--- src/rtl/mgww_pkg.sv ---
`default_nettype none

package mgww_pkg;

    // fixed field widths of the channels
    localparam int CODE_BITS   = 21;
    localparam int START_BITS  = 16;
    localparam int LENGTH_BITS = 11;
    localparam int LWIDTH_BITS = 10;

    // wrap width after reset
    localparam int MAX_WIDTH_RESET = 80;

    // request opcodes
    localparam logic OP_CHAR = 1'b0;
    localparam logic OP_END  = 1'b1;

    localparam logic [CODE_BITS-1:0] NEWLINE_CODE = 21'd10;

    // one input request as held in the input register
    typedef struct packed {
        logic                 op;
        logic [CODE_BITS-1:0] code;
    } mgww_item_t;

    // one wrapped line record
    typedef struct packed {
        logic [START_BITS-1:0]  line_start;
        logic [LENGTH_BITS-1:0] line_length;
        logic [LWIDTH_BITS-1:0] line_width;
        logic                   is_final;
        logic                   too_long;
    } mgww_line_t;

    // unicode white_space property
    function automatic logic is_white(input logic [CODE_BITS-1:0] c);
        logic ws;
        case (c) inside
            [21'd9:21'd13], 21'd32, 21'h85, 21'hA0, 21'h1680,
            [21'h2000:21'h200A], 21'h2028, 21'h2029, 21'h202F,
            21'h205F, 21'h3000: ws = 1'b1;
            default:            ws = 1'b0;
        endcase
        return ws;
    endfunction

endpackage

`default_nettype wire

--- src/rtl/mgww_core.sv ---
`default_nettype none

module mgww_core
    import mgww_pkg::*;
#(
    parameter int POS_BITS   = 16,
    parameter int WIDTH_BITS = 10
) (
    input  wire logic                  clk,
    input  wire logic                  rst_n,
    input  wire logic                  cfg_we,
    input  wire logic [WIDTH_BITS-1:0] cfg_data,
    input  wire logic                  fire,
    input  wire mgww_item_t            item,
    output logic                       emit,
    output mgww_line_t                 line
);

    // common width for offsets, lengths and output slices
    localparam int WB1      = WIDTH_BITS + 1;
    localparam int PB1      = POS_BITS + 1;
    localparam int WIDE0    = (PB1 > WB1) ? PB1 : WB1;
    localparam int VAL_BITS = (WIDE0 > START_BITS + 1) ? WIDE0 : START_BITS + 1;

    logic [WIDTH_BITS-1:0] max_width_reg;
    logic [POS_BITS-1:0]   position_reg,   position_next;
    logic [POS_BITS-1:0]   line_begin_reg, line_begin_next;
    logic [POS_BITS-1:0]   last_space_reg, last_space_next;
    logic                  space_seen_reg, space_seen_next;
    logic                  overflow_reg,   overflow_next;

    logic [POS_BITS-1:0]   off;
    logic [POS_BITS-1:0]   sp_len;
    logic [VAL_BITS-1:0]   off_x;
    logic [VAL_BITS-1:0]   off_inc_x;
    logic [VAL_BITS-1:0]   sp_len_x;
    logic [VAL_BITS-1:0]   sp_len_inc_x;
    logic [VAL_BITS-1:0]   w_x;
    logic [VAL_BITS-1:0]   begin_x;
    logic [VAL_BITS-1:0]   begin_plus_w_x;
    logic [VAL_BITS-1:0]   len_x;
    logic [VAL_BITS-1:0]   wid_x;
    logic                  w_nz;
    logic                  below;
    logic                  nl;
    logic                  sp;

    // offsets within the current line
    assign off            = position_reg - line_begin_reg;
    assign sp_len         = last_space_reg - line_begin_reg;
    assign off_x          = VAL_BITS'(off);
    assign off_inc_x      = off_x + VAL_BITS'(1);
    assign sp_len_x       = VAL_BITS'(sp_len);
    assign sp_len_inc_x   = sp_len_x + VAL_BITS'(1);
    assign w_x            = VAL_BITS'(max_width_reg);
    assign begin_x        = VAL_BITS'(line_begin_reg);
    assign begin_plus_w_x = begin_x + w_x;
    assign w_nz           = |max_width_reg;
    assign below          = off_x < w_x;
    assign nl             = item.code == NEWLINE_CODE;
    assign sp             = is_white(item.code);

    // line decision and next state for the held request
    always_comb
    begin
        position_next   = position_reg;
        line_begin_next = line_begin_reg;
        last_space_next = last_space_reg;
        space_seen_next = space_seen_reg;
        overflow_next   = overflow_reg;
        emit            = 1'b0;
        len_x           = off_x;
        wid_x           = off_x;

        if (item.op == OP_END)
        begin
            emit            = w_nz;
            position_next   = '0;
            line_begin_next = '0;
            last_space_next = '0;
            space_seen_next = 1'b0;
            overflow_next   = 1'b0;
        end
        else
        begin
            if (w_nz)
            begin
                if (below)
                begin
                    if (nl)
                    begin
                        emit            = 1'b1;
                        line_begin_next = position_reg + POS_BITS'(1);
                        space_seen_next = 1'b0;
                    end
                    else if (sp && (off != '0))
                    begin
                        last_space_next = position_reg;
                        space_seen_next = 1'b1;
                    end
                end
                else
                begin
                    emit            = 1'b1;
                    space_seen_next = 1'b0;
                    if (nl)
                    begin
                        wid_x           = w_x;
                        line_begin_next = position_reg + POS_BITS'(1);
                    end
                    else if (sp)
                    begin
                        len_x           = off_inc_x;
                        wid_x           = w_x;
                        line_begin_next = position_reg + POS_BITS'(1);
                    end
                    else if (space_seen_reg)
                    begin
                        // break after the last space
                        len_x           = sp_len_inc_x;
                        wid_x           = sp_len_x;
                        line_begin_next = last_space_reg + POS_BITS'(1);
                    end
                    else
                    begin
                        // forced break at the limit
                        len_x           = w_x;
                        wid_x           = w_x;
                        line_begin_next = begin_plus_w_x[POS_BITS-1:0];
                    end
                end
            end
            position_next = position_reg + POS_BITS'(1);
            if (&position_reg)
            begin
                overflow_next = 1'b1;
            end
        end
    end

    // record fields
    assign line.line_start  = begin_x[START_BITS-1:0];
    assign line.line_length = len_x[LENGTH_BITS-1:0];
    assign line.line_width  = wid_x[LWIDTH_BITS-1:0];
    assign line.is_final    = item.op == OP_END;
    assign line.too_long    = overflow_reg;

    // text state and wrap width; a width write restarts the text
    always_ff @(posedge clk or negedge rst_n)
    begin
        if (!rst_n)
        begin
            max_width_reg  <= WIDTH_BITS'(MAX_WIDTH_RESET);
            position_reg   <= '0;
            line_begin_reg <= '0;
            last_space_reg <= '0;
            space_seen_reg <= 1'b0;
            overflow_reg   <= 1'b0;
        end
        else if (cfg_we)
        begin
            max_width_reg  <= cfg_data;
            position_reg   <= '0;
            line_begin_reg <= '0;
            last_space_reg <= '0;
            space_seen_reg <= 1'b0;
            overflow_reg   <= 1'b0;
        end
        else if (fire)
        begin
            position_reg   <= position_next;
            line_begin_reg <= line_begin_next;
            last_space_reg <= last_space_next;
            space_seen_reg <= space_seen_next;
            overflow_reg   <= overflow_next;
        end
    end

endmodule

`default_nettype wire

--- config.mk ---
export PLATFORM = sky130hd
export DESIGN_NAME = mgww_core
export DESIGN_NICKNAME = d
export VERILOG_FILES = /design/src/rtl/mgww_pkg.sv /design/src/rtl/mgww_core.sv
export SDC_FILE = /design/constraint.sdc
export NUM_CORES = 1
export LEC_CHECK = 0
export BUFFER_PORTS_ARGS = -buffer_cell sky130_fd_sc_hd__buf_2
export CAP_MARGIN = 20
export CORE_UTILIZATION = 45
export DETAILED_ROUTE_END_ITERATION = 10
export PLACE_DENSITY = 0.7
export SLEW_MARGIN = 10
export SYNTH_ARGS = -nofsm -noshare
export SYNTH_HDL_FRONTEND = slang
export SYNTH_SLANG_ARGS = --single-unit
export TNS_END_PERCENT = 10
--- constraint.sdc ---
create_clock -name clk -period 4.7 [get_ports clk]
set_input_delay 0.47 -clock clk [delete_from_list [all_inputs] [get_ports clk]]
set_output_delay 0.47 -clock clk [all_outputs]
set_load 0.01 [all_outputs]
==> impl_metrics.prom <==
# TYPE chip_impl_metric gauge
chip_impl_info{name="timing_worst_setup_path_type",value="register to output pin"} 1
chip_impl_metric{name="fin_worst_skew",unit="ps"} 5.06
chip_impl_metric{name="cell_area_after_placement",unit="µm²"} 7310
chip_impl_metric{name="post-route-drc-count",unit=""} 0
chip_impl_metric{name="power.share.combinational",unit="%"} 47.8
chip_impl_metric{name="report.final.hold_viol_count",unit=""} 0
chip_impl_metric{name="final-setup-viol-count",unit=""} 1
chip_impl_metric{name="layout_setup_ws",unit="ps"} -47.7
chip_impl_metric{name="grt_first_pass_wirelength",unit="mm"} 31.7
chip_impl_metric{name="die_width",unit="µm"} 122
chip_impl_metric{name="power_density",unit="nW/µm²"} 310
chip_impl_metric{name="leakagePower",unit="µW"} 0.00357
chip_impl_metric{name="antennaDiodeCount",unit=""} 0
chip_impl_info{name="timing.rr.end",value="last_space_reg[2]"} 1
chip_impl_info{name="cts_tree",value="built"} 1
chip_impl_metric{name="track_usage",unit="%"} 27.3
chip_impl_metric{name="cts_inserted_buffers",unit=""} 9
chip_impl_metric{name="reg2reg_setup_slack",unit="ps"} 320
chip_impl_metric{name="final_cell_area",unit="µm²"} 7920
chip_impl_metric{name="clock_tree.buffer_depth",unit=""} 2
chip_impl_metric{name="grt_overflow",unit=""} 0
chip_impl_metric{name="core-area",unit="µm²"} 14000
chip_impl_metric{name="min_period_over_period",unit="%"} 101
chip_impl_metric{name="timing.critical_path.required",unit="ps"} 4230
chip_impl_metric{name="initial_antenna_violation_count",unit=""} 0
chip_impl_metric{name="cts.sinks",unit=""} 60
chip_impl_info{name="worst_hold_path_type",value="input port to asynchronous set/reset pin"} 1
chip_impl_metric{name="worst_slew_margin_rel",unit="%"} 44.7
chip_impl_metric{name="route.detailed.wl_per_inst",unit="µm"} 17.9
chip_impl_metric{name="synth_cell_types",unit=""} 82
chip_impl_metric{name="initial_core_utilization",unit="%"} 46.6
chip_impl_metric{name="clock_power_share",unit="%"} 29.3
chip_impl_metric{name="detail_route.wirelength",unit="mm"} 19.9
chip_impl_info{name="status",value="finished with violations"} 1
chip_impl_info{name="synth_flop_cell",value="dfrtp_1"} 1
chip_impl_metric{name="buffers_added_on_ports",unit=""} 75
chip_impl_metric{name="post_route_cells_drive_above_1_share",unit="%"} 21.1
chip_impl_metric{name="detailedPlacementHpwl",unit="mm"} 14.9
chip_impl_metric{name="die-area",unit="µm²"} 15000
chip_impl_metric{name="ys_async_sr_fraction",unit="%"} 100
chip_impl_info{name="setup.worst_path.start",value="position_reg[1]"} 1
chip_impl_metric{name="synth_edf_count",unit=""} 0
chip_impl_metric{name="max_slew.worst_pin.slew",unit="ps"} 830
chip_impl_metric{name="fp.dieH",unit="µm"} 122
chip_impl_metric{name="clkLatencyLatePin",unit="ps"} 340
chip_impl_metric{name="max-cap-violations",unit=""} 0
chip_impl_metric{name="max_clock_freq",unit="MHz"} 211
chip_impl_info{name="root_buffer",value="clkbuf_16"} 1
chip_impl_info{name="violations_in_the_final_reports",value="negative setup slack"} 1
chip_impl_metric{name="p_seq_share",unit="%"} 22.9
chip_impl_info{name="rsz_0062_raised_after_global_routing",value="true"} 1
chip_impl_metric{name="cellInternalPower",unit="µW"} 1540
chip_impl_metric{name="first_iter_violations",unit=""} 422
chip_impl_info{name="r2r_start",value="position_reg[0]"} 1
chip_impl_metric{name="postSynthRegisterBits",unit=""} 60
chip_impl_metric{name="synthCells",unit=""} 816
chip_impl_metric{name="vias_in_the_first_global_route",unit=""} 6027
chip_impl_metric{name="htree_num_levels",unit=""} 3
chip_impl_metric{name="r2r_cells",unit=""} 18
chip_impl_metric{name="slew_violations",unit=""} 0
chip_impl_metric{name="cp_max_fo",unit=""} 7
chip_impl_metric{name="holdBufCountCts",unit=""} 0
chip_impl_metric{name="drt.antenna.violating_nets",unit=""} 0
chip_impl_metric{name="ys_warn_count",unit=""} 0
chip_impl_info{name="worstSetupEndpointType",value="output pin"} 1
chip_impl_metric{name="dpl_worst_slack",unit="ps"} -59.3
chip_impl_metric{name="boundaryPins",unit=""} 76
chip_impl_metric{name="synth_area_per_cell",unit="µm²"} 7.99
chip_impl_metric{name="p_sw_share",unit="%"} 37.1
chip_impl_metric{name="clk_transition_reported_paths",unit="ps"} 60
chip_impl_metric{name="power.net_switching",unit="µW"} 911
chip_impl_metric{name="grt_start_max_net_pins",unit=""} 61
chip_impl_metric{name="final_net_count",unit=""} 1016
chip_impl_metric{name="synthesis.nets",unit=""} 904
chip_impl_metric{name="netlist_area",unit="µm²"} 6520
chip_impl_metric{name="drt-pass1-iter-count",unit=""} 5
chip_impl_metric{name="routability_congestion",unit=""} 0.937
chip_impl_metric{name="cp_data_arrival_time",unit="ps"} 4280
chip_impl_metric{name="vdd_drop_max",unit="µV"} 196
chip_impl_info{name="start_kind",value="register"} 1
chip_impl_info{name="last_element_of_the_critical_path",value="line[20]"} 1
chip_impl_metric{name="min_period",unit="ps"} 4750
chip_impl_metric{name="seq_area_frac_synth",unit="%"} 23.1
chip_impl_metric{name="via_count",unit=""} 6614
chip_impl_metric{name="avgViaCountPerCell",unit=""} 5.94
chip_impl_metric{name="rows",unit=""} 43
chip_impl_metric{name="area_delta_synth_final",unit="%"} 21.4
==> layout make-up <==
| type | count | area [µm²] |
|---|---|---|
| clock buffers | 13 | 280 |
| clock inverters | 3 | 42.5 |
| fillers | 1347 | 6070 |
| inverters | 49 | 184 |
| multi-input cells | 676 | 4830 |
| flip-flops and latches | 60 | 1500 |
| well taps | 180 | 225 |
| repair buffers | 132 | 847 |
==> repair_timing <==
action,CTS,global route
resized for setup,9,28
pin swaps,3,13
setup buffers,6,13
setup endpoints to repair,17,38
==> per-stage QoR <==
stage               hold slack [ps]  util, %  instances  TNS [ps]  power (µW)
global placement                512     52.2       1080         0        1580
global route                    351     56.6       1113     -1480        2590
floorplan                       174        -        816         0        1250
detailed placement              508     52.2       1081      -245        1590
CTS                             324     55.2       1102      -492        2350
finish                          325     56.6       1113     -47.7        2460
==> power groups by stage <==
stage | registers [µW] | logic [µW] | clock network, µW
final | 562 | 1170 | 720
after global placement | 570 | 1010 | 0
after global routing | 563 | 1280 | 751
after floorplan | 568 | 681 | 0
after detailed placement | 571 | 1020 | 0
after CTS | 562 | 1060 | 731
==> worst max-delay path, cell delays in order, from the launching register on <==
cell and delay [ps]:
dfrtp_1 400, ha_1 270, nor2b_1 170, o31ai_4 340, buf_6 160, mux2i_1 200
o2111a_1 240, inv_2 80, ha_1 280, o211ai_1 80, o21a_1 210, o21ba_4 210
nor4bb_4 150, or3_4 390, or4_1 480, o211ai_1 100, buf_2 160
==> cells by family (layout without fill, tap and decap cells) <==
group           Yosys count  count (layout)  share of synthesized area [%]
simple gates            281             281                           21.5
compound gates          250             250                           26.8
buf+inv                  80             197                           5.20
xor+xnor                 66              66                           8.86
flops                    60              60                           23.1
fa+ha+maj                52              52                           10.3
mux                      27              27                           4.24
==> cells in the mapped netlist (all sizes together), types with 13 or more instances <==
cell type	instances	share of area, %
o21ai	72	5.5
nor2	70	4.0
nand2	69	4.0
dfrtp	58	22
a21oi	51	4.1
ha	49	9.4
inv	49	2.8
xnor2	43	5.8
nand3	30	2.4
a22o	25	3.4
nor3	23	1.8
xor2	23	3.1
mux2i	22	3.4
clkbuf	17	0.98
a21o	14	1.6
buf	14	1.4
and3	13	1.2
==> worst min path at each step <==
stage / startpoint / endpoint / depth (start not counted)
detailed placement: line_begin_reg[14] / line_begin_reg[14] / 1
finish: rst_n / position_reg[12] / 2
global placement: line_begin_reg[14] / line_begin_reg[14] / 1
floorplan: rst_n / last_space_reg[0] / 0
CTS: cfg_data[8] / max_width_reg[8] / 3
global route: cfg_data[3] / max_width_reg[3] / 3
==> layout by cell type, fill, tap and decap left out, types with 6 or more instances in the layout <==
cell	n
nand2b_1	11
ha_1	45
a22o_1	25
and2_1	6
o211ai_1	6
nor2_1	68
nor3_1	21
xnor2_1	43
a32o_1	8
dfrtp_1	58
nor2b_1	9
o21ai_1	9
a21o_1	14
xor2_1	21
nand3_1	29
buf_2	75
mux2i_1	22
a211o_1	9
o21ai_0	61
o21a_1	7
nand2_1	68
a21oi_1	45
nand4_1	11
inv_1	44
and3_1	13
or4_1	6
buf_4	50
clkbuf_16	9
==> metal layers <==
layer / global-route usage, % / share of wire, % / routed length (µm) / vias to the layer above
li1: - / - / - / 3232
met2: 44.9 / 47 / 9470 / 212
met4: 6.63 / 1.5 / 294 / 0
met1: 36.8 / 45 / 9050 / 3140
met3: 5.11 / 5.6 / 1120 / 30
met5: 0 / 0 / 0 / -
(Power assumes the default switching activity.)
